===== config.mk =====
export PLATFORM = sky130hd
export DESIGN_NAME = positional_array_list_core
export DESIGN_NICKNAME = d
export VERILOG_FILES = /design/src/hw/rtl/pal_pkg.sv /design/src/hw/rtl/pal_mem.sv /design/src/hw/rtl/pal_seq.sv /design/src/hw/rtl/positional_array_list_core.sv
export SDC_FILE = /design/constraint.sdc
export NUM_CORES = 2
export LEC_CHECK = 0
export BUFFER_PORTS_ARGS = -buffer_cell sky130_fd_sc_hd__buf_2
export CORE_MARGIN = 1.5
export CORE_UTILIZATION = 50
export DETAILED_ROUTE_END_ITERATION = 7
export PLACE_DENSITY = 0.76
export SYNTH_ARGS = -nofsm -noshare
export SYNTH_HDL_FRONTEND = slang
export SYNTH_SLANG_ARGS = --single-unit

===== constraint.sdc =====
create_clock -name clk -period 22 [get_ports clk]
set_input_delay 2.2 -clock clk [delete_from_list [all_inputs] [get_ports clk]]
set_output_delay 2.2 -clock clk [all_outputs]
set_load 0.02 [all_outputs]

===== src/hw/rtl/pal_pkg.sv =====
package pal_pkg;

	localparam int POS_W   = 5;
	localparam int USED_W  = 6;
	localparam int NAME_W  = 64;
	localparam int COUNT_W = 32;

	typedef enum logic [2:0] {
		CMD_CLEAR  = 3'd0,
		CMD_INSERT = 3'd1,
		CMD_DELETE = 3'd2,
		CMD_FIND   = 3'd3,
		CMD_UPDATE = 3'd4,
		CMD_READ   = 3'd5
	} pal_cmd_t;

	typedef struct packed {
		logic [NAME_W-1:0]  name;
		logic [COUNT_W-1:0] count;
	} pal_entry_t;

	typedef struct packed {
		logic name_en;
		logic count_en;
	} pal_wr_t;

	typedef struct packed {
		logic               ok;
		logic               found;
		logic [POS_W-1:0]   position;
		logic [NAME_W-1:0]  name;
		logic [COUNT_W-1:0] count;
		logic [USED_W-1:0]  entries;
	} pal_result_t;

endpackage


===== src/hw/rtl/pal_mem.sv =====
module pal_mem #(
	parameter int DEPTH = 32,
	parameter int AW    = 5
) (
	input  logic                clk,
	input  pal_pkg::pal_wr_t    wr,
	input  logic [AW-1:0]       wr_addr,
	input  pal_pkg::pal_entry_t wr_data,
	input  logic                rd_en,
	input  logic [AW-1:0]       rd_addr,
	output pal_pkg::pal_entry_t rd_data
);
	import pal_pkg::*;

	logic [NAME_W-1:0]  name_mem  [DEPTH];
	logic [COUNT_W-1:0] count_mem [DEPTH];

	always_ff @(posedge clk) begin
		if (wr.name_en) begin
			name_mem[wr_addr] <= wr_data.name;
		end
		if (wr.count_en) begin
			count_mem[wr_addr] <= wr_data.count;
		end
	end

	always_ff @(posedge clk) begin
		if (rd_en) begin
			rd_data.name  <= name_mem[rd_addr];
			rd_data.count <= count_mem[rd_addr];
		end
	end

endmodule


===== src/hw/rtl/pal_seq.sv =====
module pal_seq #(
	parameter int CAPACITY = 32,
	parameter int AW       = 5,
	parameter int CW       = 6
) (
	input  logic                        clk,
	input  logic                        arst_n,
	input  logic                        in_valid,
	output logic                        in_ready,
	input  logic [2:0]                  command,
	input  logic [pal_pkg::POS_W-1:0]   position,
	input  logic                        append,
	input  logic [pal_pkg::NAME_W-1:0]  name_key,
	input  logic [pal_pkg::COUNT_W-1:0] count_value,
	output logic                        res_valid,
	input  logic                        res_ready,
	output pal_pkg::pal_result_t        res,
	output pal_pkg::pal_wr_t            wr,
	output logic [AW-1:0]               wr_addr,
	output pal_pkg::pal_entry_t         wr_data,
	output logic                        rd_en,
	output logic [AW-1:0]               rd_addr,
	input  pal_pkg::pal_entry_t         rd_data
);
	import pal_pkg::*;

	// common compare width for positions and the entry count
	localparam int XW = (CW > POS_W) ? CW : POS_W;

	typedef enum logic [2:0] {
		S_IDLE,
		S_MOVE,
		S_FIN,
		S_FIND,
		S_RDW,
		S_RESP
	} state_t;

	state_t             state_q;
	logic [CW-1:0]      n_q;
	logic [CW-1:0]      mv_left_q;
	logic [CW-1:0]      scan_q;
	logic [AW-1:0]      src_q;
	logic [AW-1:0]      p_q;
	logic               ins_q;
	logic               pend_s1;
	logic [AW-1:0]      dst_s1;
	logic [NAME_W-1:0]  key_q;
	logic [COUNT_W-1:0] cnt_q;
	logic               ok_q;
	logic               found_q;
	logic [POS_W-1:0]   rpos_q;
	logic [NAME_W-1:0]  rname_q;
	logic [COUNT_W-1:0] rcount_q;

	pal_cmd_t      cmd;
	logic          accept;
	logic [XW-1:0] pos_x;
	logic [XW-1:0] n_x;
	logic [XW-1:0] ins_p;
	logic [XW-1:0] ins_left;
	logic [XW-1:0] ins_src;
	logic [XW-1:0] del_left;
	logic [XW-1:0] del_src;
	logic [XW-1:0] idx_x;
	logic          ins_ok;
	logic          pos_ok;
	logic          hit;

	assign cmd      = pal_cmd_t'(command);
	assign in_ready = (state_q == S_IDLE);
	assign accept   = in_valid && in_ready;
	assign pos_x    = XW'(position);
	assign n_x      = XW'(n_q);
	assign ins_p    = append ? n_x : pos_x;
	assign ins_ok   = (n_q < CW'(CAPACITY)) && (ins_p <= n_x);
	assign pos_ok   = pos_x < n_x;
	assign ins_left = n_x - ins_p;
	assign ins_src  = n_x - XW'(1);
	assign del_left = n_x - pos_x - XW'(1);
	assign del_src  = pos_x + XW'(1);
	assign idx_x    = XW'(dst_s1);
	assign hit      = pend_s1 && (rd_data.name == key_q);

	assign res_valid = (state_q == S_RESP);
	assign res       = '{ok: ok_q, found: found_q, position: rpos_q, name: rname_q,
		count: rcount_q, entries: USED_W'(n_q)};

	// memory port steering
	always_comb begin
		wr      = '0;
		wr_addr = dst_s1;
		wr_data = rd_data;
		rd_en   = 1'b0;
		rd_addr = src_q;
		case (state_q)
			S_IDLE: begin
				if (accept && cmd == CMD_UPDATE && pos_ok) begin
					wr.count_en = 1'b1;
					wr_addr     = pos_x[AW-1:0];
					wr_data     = '{name: name_key, count: count_value};
				end
				if (accept && cmd == CMD_READ && pos_ok) begin
					rd_en   = 1'b1;
					rd_addr = pos_x[AW-1:0];
				end
			end
			S_MOVE: begin
				// entry read last cycle lands one slot over
				if (pend_s1) begin
					wr = '{name_en: 1'b1, count_en: 1'b1};
				end
				if (mv_left_q != '0) begin
					rd_en = 1'b1;
				end
			end
			S_FIN: begin
				if (ins_q) begin
					wr      = '{name_en: 1'b1, count_en: 1'b1};
					wr_addr = p_q;
					wr_data = '{name: key_q, count: cnt_q};
				end
			end
			S_FIND: begin
				if (!hit && scan_q < n_q) begin
					rd_en   = 1'b1;
					rd_addr = scan_q[AW-1:0];
				end
			end
			default: begin
			end
		endcase
	end

	always_ff @(posedge clk or negedge arst_n) begin
		if (!arst_n) begin
			state_q   <= S_IDLE;
			n_q       <= '0;
			mv_left_q <= '0;
			scan_q    <= '0;
			src_q     <= '0;
			p_q       <= '0;
			ins_q     <= 1'b0;
			pend_s1   <= 1'b0;
			dst_s1    <= '0;
			key_q     <= '0;
			cnt_q     <= '0;
			ok_q      <= 1'b0;
			found_q   <= 1'b0;
			rpos_q    <= '0;
			rname_q   <= '0;
			rcount_q  <= '0;
		end else begin
			case (state_q)
				S_IDLE: begin
					if (accept) begin
						rpos_q   <= position;
						found_q  <= 1'b0;
						rname_q  <= '0;
						rcount_q <= '0;
						ok_q     <= 1'b0;
						key_q    <= name_key;
						cnt_q    <= count_value;
						pend_s1  <= 1'b0;
						state_q  <= S_RESP;
						case (cmd)
							CMD_CLEAR: begin
								n_q  <= '0;
								ok_q <= 1'b1;
							end
							CMD_INSERT: begin
								ins_q  <= 1'b1;
								rpos_q <= ins_p[POS_W-1:0];
								if (ins_ok) begin
									p_q       <= ins_p[AW-1:0];
									mv_left_q <= ins_left[CW-1:0];
									src_q     <= ins_src[AW-1:0];
									state_q   <= S_MOVE;
								end
							end
							CMD_DELETE: begin
								ins_q <= 1'b0;
								if (pos_ok) begin
									mv_left_q <= del_left[CW-1:0];
									src_q     <= del_src[AW-1:0];
									state_q   <= S_MOVE;
								end
							end
							CMD_FIND: begin
								ok_q    <= 1'b1;
								rpos_q  <= '0;
								scan_q  <= '0;
								state_q <= S_FIND;
							end
							CMD_UPDATE: begin
								ok_q <= pos_ok;
							end
							CMD_READ: begin
								if (pos_ok) begin
									ok_q    <= 1'b1;
									state_q <= S_RDW;
								end
							end
							default: begin
							end
						endcase
					end
				end
				S_MOVE: begin
					if (mv_left_q != '0) begin
						pend_s1   <= 1'b1;
						dst_s1    <= ins_q ? src_q + AW'(1) : src_q - AW'(1);
						src_q     <= ins_q ? src_q - AW'(1) : src_q + AW'(1);
						mv_left_q <= mv_left_q - CW'(1);
					end else begin
						pend_s1 <= 1'b0;
						state_q <= S_FIN;
					end
				end
				S_FIN: begin
					n_q     <= ins_q ? n_q + CW'(1) : n_q - CW'(1);
					ok_q    <= 1'b1;
					state_q <= S_RESP;
				end
				S_FIND: begin
					if (hit) begin
						found_q  <= 1'b1;
						rpos_q   <= idx_x[POS_W-1:0];
						rname_q  <= rd_data.name;
						rcount_q <= rd_data.count;
						pend_s1  <= 1'b0;
						state_q  <= S_RESP;
					end else if (scan_q < n_q) begin
						pend_s1 <= 1'b1;
						dst_s1  <= scan_q[AW-1:0];
						scan_q  <= scan_q + CW'(1);
					end else begin
						pend_s1 <= 1'b0;
						state_q <= S_RESP;
					end
				end
				S_RDW: begin
					rname_q  <= rd_data.name;
					rcount_q <= rd_data.count;
					state_q  <= S_RESP;
				end
				S_RESP: begin
					if (res_ready) begin
						state_q <= S_IDLE;
					end
				end
				default: begin
					state_q <= S_IDLE;
				end
			endcase
		end
	end

endmodule


===== src/hw/rtl/positional_array_list_core.sv =====
// channel | direction | handshake           | payload
// in      | input     | in_valid / in_ready   | command, position, append, name_key, count_value
// out     | output    | out_valid / out_ready | ok, found, result_position, result_name,
//         |           |                       | result_count, entries_used
//
// One command at a time. Entries sit in a single-port-write, single-port-read memory,
// and shifts move one entry per cycle through it. Clear, update and refused
// commands go straight to the result; read waits on its memory read; insert and
// delete shift the tail of the list; find scans in order until a hit or the end.
// Reset empties the list at once; memory contents are not cleared.
// A finished result waits in the output register, so the next beat is taken meanwhile.
module positional_array_list_core #(
	parameter int CAPACITY = 32
) (
	input  logic                        clk,
	input  logic                        arst_n,
	input  logic                        in_valid,
	output logic                        in_ready,
	input  logic [2:0]                  command,
	input  logic [pal_pkg::POS_W-1:0]   position,
	input  logic                        append,
	input  logic [pal_pkg::NAME_W-1:0]  name_key,
	input  logic [pal_pkg::COUNT_W-1:0] count_value,
	output logic                        out_valid,
	input  logic                        out_ready,
	output logic                        ok,
	output logic                        found,
	output logic [pal_pkg::POS_W-1:0]   result_position,
	output logic [pal_pkg::NAME_W-1:0]  result_name,
	output logic [pal_pkg::COUNT_W-1:0] result_count,
	output logic [pal_pkg::USED_W-1:0]  entries_used
);
	import pal_pkg::*;

	localparam int AW = (CAPACITY > 1) ? $clog2(CAPACITY) : 1;
	localparam int CW = $clog2(CAPACITY + 1);

	pal_result_t res;
	pal_result_t out_q;
	logic        res_valid;
	logic        res_ready;
	logic        out_valid_q;
	pal_wr_t     wr;
	logic [AW-1:0] wr_addr;
	pal_entry_t  wr_data;
	logic        rd_en;
	logic [AW-1:0] rd_addr;
	pal_entry_t  rd_data;

	pal_seq #(
		.CAPACITY(CAPACITY),
		.AW(AW),
		.CW(CW)
	) u_seq (
		.clk(clk),
		.arst_n(arst_n),
		.in_valid(in_valid),
		.in_ready(in_ready),
		.command(command),
		.position(position),
		.append(append),
		.name_key(name_key),
		.count_value(count_value),
		.res_valid(res_valid),
		.res_ready(res_ready),
		.res(res),
		.wr(wr),
		.wr_addr(wr_addr),
		.wr_data(wr_data),
		.rd_en(rd_en),
		.rd_addr(rd_addr),
		.rd_data(rd_data)
	);

	pal_mem #(
		.DEPTH(CAPACITY),
		.AW(AW)
	) u_mem (
		.clk(clk),
		.wr(wr),
		.wr_addr(wr_addr),
		.wr_data(wr_data),
		.rd_en(rd_en),
		.rd_addr(rd_addr),
		.rd_data(rd_data)
	);

	assign res_ready = !out_valid_q || out_ready;

	always_ff @(posedge clk or negedge arst_n) begin
		if (!arst_n) begin
			out_valid_q <= 1'b0;
			out_q       <= '0;
		end else begin
			if (res_valid && res_ready) begin
				out_valid_q <= 1'b1;
				out_q       <= res;
			end else if (out_ready) begin
				out_valid_q <= 1'b0;
			end
		end
	end

	assign out_valid       = out_valid_q;
	assign ok              = out_q.ok;
	assign found           = out_q.found;
	assign result_position = out_q.position;
	assign result_name     = out_q.name;
	assign result_count    = out_q.count;
	assign entries_used    = out_q.entries;

endmodule


==> impl_metrics.csv <==
group,metric,value,unit
pwr,p_per_area,160,mW/mm2
sta,final_hold_violation_count,0,
worst_setup_path,crit_path_start_kind,"input port",
logic_synthesis,synth_flop_cell,"sky130_fd_sc_hd__edfxtp_1",
logic_synthesis,netlist_top_cells_area,"sky130_fd_sc_hd__edfxtp_1, sky130_fd_sc_hd__mux2i_1, sky130_fd_sc_hd__dfrtp_1",
clocking,root_cell_of_the_clock_tree,"sky130_fd_sc_hd__clkbuf_16",
placement,portBuffers,219,
worst_setup_path,cp.required,22610,ps
placement,place.gp.congestion,0.899,
worst_setup_path,number_of_cells_on_the_critical_path,16,
sta,final_min_period_over_clock_period,39.4,%
drt,antenna_left,0,
sta,maxSlewViolCount,4,
status,failing_checks,"max-capacitance violations, max-slew violations",
floorplanning,die_area,0.286,mm2
worst_setup_path,setup.reg_to_reg.worst_slack,13710,ps
final_layout,fin_util,56.6,%
global_route,antenna_found_initial,38,
min_path,hp-start,"u_seq.rname_q[32]",
sta,setup_total_negative_slack,0,ps
worst_setup_path,cpLargestDelayFamily,"buffers and inverters",
logic_synthesis,number_of_synthesized_flops_with_an_enable_pin,3168,
logic_synthesis,yosys.area.top_type,"sky130_fd_sc_hd__edfxtp_1",
logic_synthesis,synth_compound_area_share,8.50,%
drt,routed_wl,441,mm
clocking,clockBufferDepth,4,
sta,setup_repair_after_global_routing_missed_its_margin,"no",
worst_setup_path,critPathBufInv,6,
status,result_of_the_run,"finished with violations",
clocking,cts.hold.buffers_added,0,
clocking,insertion_delay_of_the_later_clocked_pin_in_the_worst_skew_pair,920,ps
final_layout,syn_to_final_growth,12.2,%
sta,finalSetupViolations,0,
run,max_capacitance_violation_count,1,
final_layout,post_route_cells_drive_above_1_share,13.0,%
drt,drtIter0Drc,15000,
worst_setup_path,rr_startpoint,"u_mem.rd_data[55]",
logic_synthesis,synth-adder-area-share,0.259,%
worst_setup_path,path_cells,"buf_2 -> nor4b_4 -> buf_4 -> nand3_2 -> o21ai_1 -> o211ai_1 -> a21o_1 -> nand2_4 -> buf_4 -> buf_12 -> buf_4 -> buf_4 -> mux2i_1 -> o22ai_1 -> a2111oi_0 -> nor4_1",
worst_setup_path,crit_top_cell,"sky130_fd_sc_hd__buf_4",
logic_synthesis,synthDistinctLibCells,81,
floorplanning,die_height,534,um
logic_synthesis,yosysSeqAreaShare,73.5,%
global_route,overflow,0,
logic_synthesis,mean_instance_size_in_the_synthesized_netlist,15.3,um2
logic_synthesis,synth_top_family_by_area,"multiplexers",
worst_setup_path,critical_path_at,9270,ps
logic_synthesis,yosysWarnings,0,
clocking,cts_tree,"built",
clocking,cts_htree_levels,5,
final_layout,finalNetCount,9578,
sta,finClkSkew,70.5,ps
sta,tightestPinTransition,1540,ps
floorplanning,core_region_area,0.280,mm2
drt,route.vias.total,90300,
worst_setup_path,cpPeakStageDelay,980,ps
drt,wire_per_inst,32.8,um
clocking,post-cts-setup-buffer-count,0,
worst_setup_path,setup.worst_path.class,"in2reg",
pwr,power.ir.vdd_worst,0.000183,V
global_route,grt_max_degree,143,
global_route,global_route.usage.total,30.1,%
placement,dp.final_hpwl,235,mm
logic_synthesis,synth_nets,9394,
clocking,clock-sinks,3515,
worst_setup_path,worstSetupEndpointType,"register",
pwr,p_leak,55.2,nW
clocking,cts_inserted_buffers,342,
final_layout,multiInputGateArea,0.0359,mm2
floorplanning,initial_utilization,50.4,%
sta,relSlewSlack,-3.70,%
final_layout,seq_area,0.104,mm2
logic_synthesis,muxShareOfSynthArea,8.81,%
sta,final_critical_path_required_period,8660,ps
logic_synthesis,ys_seq_elements,3515,
worst_setup_path,worstPathMaxFanout,135,
worst_setup_path,critical_path.startpoint,"in_valid",
clocking,ctsResizeCount,0,
floorplanning,floorplan.die.width,534,um
sta,timing.fmax,115,MHz
worst_setup_path,timing.critical_path.to,"u_mem.rd_data[86]",
drt,avgViaCountPerCell,6.71,
min_path,holdCritPathClass,"reg2reg",
drt,remaining_drc_errors,0,
global_route,grt_pass1_wl,622,mm
logic_synthesis,netlist_area,0.141,mm2
logic_synthesis,xor_xnor_share_of_the_synthesized_area,0.472,%
global_route,vias_in_the_first_global_route,88000,
logic_synthesis,netlist.area_leader.share,67.4,%
clocking,clkTransAtPathRegs,60,ps
logic_synthesis,netlist_instances,9257,
floorplanning,row_count,194,
drt,drt_pre_antenna_iters,6,
logic_synthesis,post_synth_and_or_nand_nor_area_fraction,6.45,%
logic_synthesis,synthArstFlopShare,9.87,%
final_layout,nFillCells,20700,
floorplanning,design.portCount,220,
worst_setup_path,r2r_cells,11,
worst_setup_path,worst_r2r_endpoint,"u_mem.rd_data[91]",
worst_setup_path,cell_with_the_largest_stage_delay_on_the_worst_path,"sky130_fd_sc_hd__buf_4",
==> metal layers <==
layer | track usage [%] | routed length [um] | vias to the layer above
li1 | - | - | 36400
met1 | 39.0 | 152000 | 44800
met2 | 46.2 | 201000 | 7599
met3 | 7.41 | 59600 | 1467
met4 | 18.0 | 29400 | 22
met5 | 0 | 145 | -
==> sequential cells by signal (all words and copies together) (netlist names), 3 cells and up <==
signal and cells:
result_position 5, u_seq.key_q 64, u_seq.p_q 5, u_seq.rname_q 64, u_mem.rd_data 96, u_seq.rcount_q 32, u_seq.rpos_q 5, u_mem.name_mem 2048
u_seq.n_q 6, result_count 32, u_seq.scan_q 6, result_name 64, u_seq.cnt_q 32, u_seq.dst_s1 5, u_seq.mv_left_q 6, u_seq.state_q 3
u_mem.count_mem 1024, u_seq.src_q 5, entries_used 6
==> cell families (layout without fill, tap and decap cells) <==
family          count (synthesis)  after routing
simple gates                 2083           2083
buf+inv                       657           1118
xor+xnor                       76             76
other cells                     0             21
flops                        3515           3515
fa+ha+maj                      28             28
compound gates               1676           1676
mux                          1222           1222
==> per-stage QoR <==
| stage | area, um2 | total power [mW] | instances | hold slack (ps) | worst slack, ps |
|---|---|---|---|---|---|
| 2_1_floorplan | 141000 | 15.7 | 9257 | 433 | 11230 |
| 3_3_place_gp | 148000 | 19.1 | 12800 | 445 | 12760 |
| 3_5_place_dp | 148000 | 19.4 | 12800 | 450 | 12740 |
| 4_1_cts | 158000 | 25.1 | 13400 | 464 | 13690 |
| 5_1_grt | 158000 | 26.0 | 13500 | 494 | 13170 |
| 6_report | 158000 | 25.4 | 13500 | 461 | 13340 |
==> worst register-to-register path: stages, from the launching register on <==
cell and delay (ps):
sky130_fd_sc_hd__edfxtp_1 530, sky130_fd_sc_hd__xnor2_1 1000, sky130_fd_sc_hd__nand4_1 420, sky130_fd_sc_hd__nor4_1 510
sky130_fd_sc_hd__nand4_1 720, sky130_fd_sc_hd__o211ai_1 970, sky130_fd_sc_hd__and3_4 980, sky130_fd_sc_hd__buf_4 860
sky130_fd_sc_hd__buf_4 950, sky130_fd_sc_hd__o21ai_0 290, sky130_fd_sc_hd__a2111oi_0 670, sky130_fd_sc_hd__nor4_1 140
==> worst min-delay path by stage <==
stage          cells after the start  slack [ps]                 end
2_1_floorplan                      2         430   u_seq.rcount_q[0]
3_3_place_gp                       2         440   u_seq.rname_q[35]
3_5_place_dp                       2         450   u_seq.rname_q[32]
4_1_cts                            2         460   u_seq.rname_q[32]
5_1_grt                            2         490  u_seq.rcount_q[31]
6_report                           2         460   u_seq.rname_q[32]
==> layout make-up <==
type	instances	share of cell area, %
well taps	3724	2.94
flip-flops and latches	3515	65.5
inverters	35	0.0861
repair buffers	462	1.95
multi-input cells	5085	22.7
clock buffers	454	5.82
clock inverters	167	0.964
diodes	21	0.0332
==> cell usage in the layout, fill, tap and decap left out, drive strengths merged, types with 23 or more instances in the layout <==
master   instances
nand3          136
a221o           91
o32ai           89
o221ai          85
nor3            23
o31ai           93
ha              26
a22o           184
nor2           139
nand2b          24
inv             44
xnor2           59
a2111oi        182
edfxtp        3168
a21oi          312
clkbuf         454
and3            99
nand2         1398
a31oi           90
nor4           101
nor2b           96
buf            462
mux2i         1090
o22ai          192
mux2           129
nand4           31
o21ai          179
clkinv         128
o211ai          93
dfrtp          347
==> cell usage after synthesis (89+ instances only) <==
master	instances
sky130_fd_sc_hd__edfxtp_1	3168
sky130_fd_sc_hd__nand2_1	1394
sky130_fd_sc_hd__mux2i_1	1090
sky130_fd_sc_hd__clkbuf_1	378
sky130_fd_sc_hd__dfrtp_1	347
sky130_fd_sc_hd__a21oi_1	311
sky130_fd_sc_hd__o22ai_1	192
sky130_fd_sc_hd__a22o_1	184
sky130_fd_sc_hd__a2111oi_0	182
sky130_fd_sc_hd__o21ai_0	169
sky130_fd_sc_hd__buf_2	167
sky130_fd_sc_hd__nand3_1	135
sky130_fd_sc_hd__nor2_1	135
sky130_fd_sc_hd__mux2_2	128
sky130_fd_sc_hd__nor4_1	100
sky130_fd_sc_hd__and3_1	99
sky130_fd_sc_hd__nor2b_1	96
sky130_fd_sc_hd__o211ai_1	93
sky130_fd_sc_hd__o31ai_1	93
sky130_fd_sc_hd__a221o_1	91
sky130_fd_sc_hd__a31oi_1	90
sky130_fd_sc_hd__o32ai_1	89
==> where the power goes <==
group          internal, mW  leakage [nW]  total (mW)  switching [mW]
Sequential             9.71          33.1        10.3           0.546
Combinational          2.58          16.9        9.41            6.83
Clock                  3.22          5.25        5.72            2.50
Total                  15.5          55.2        25.4            9.88
Power figures use the tool's default switching activity.
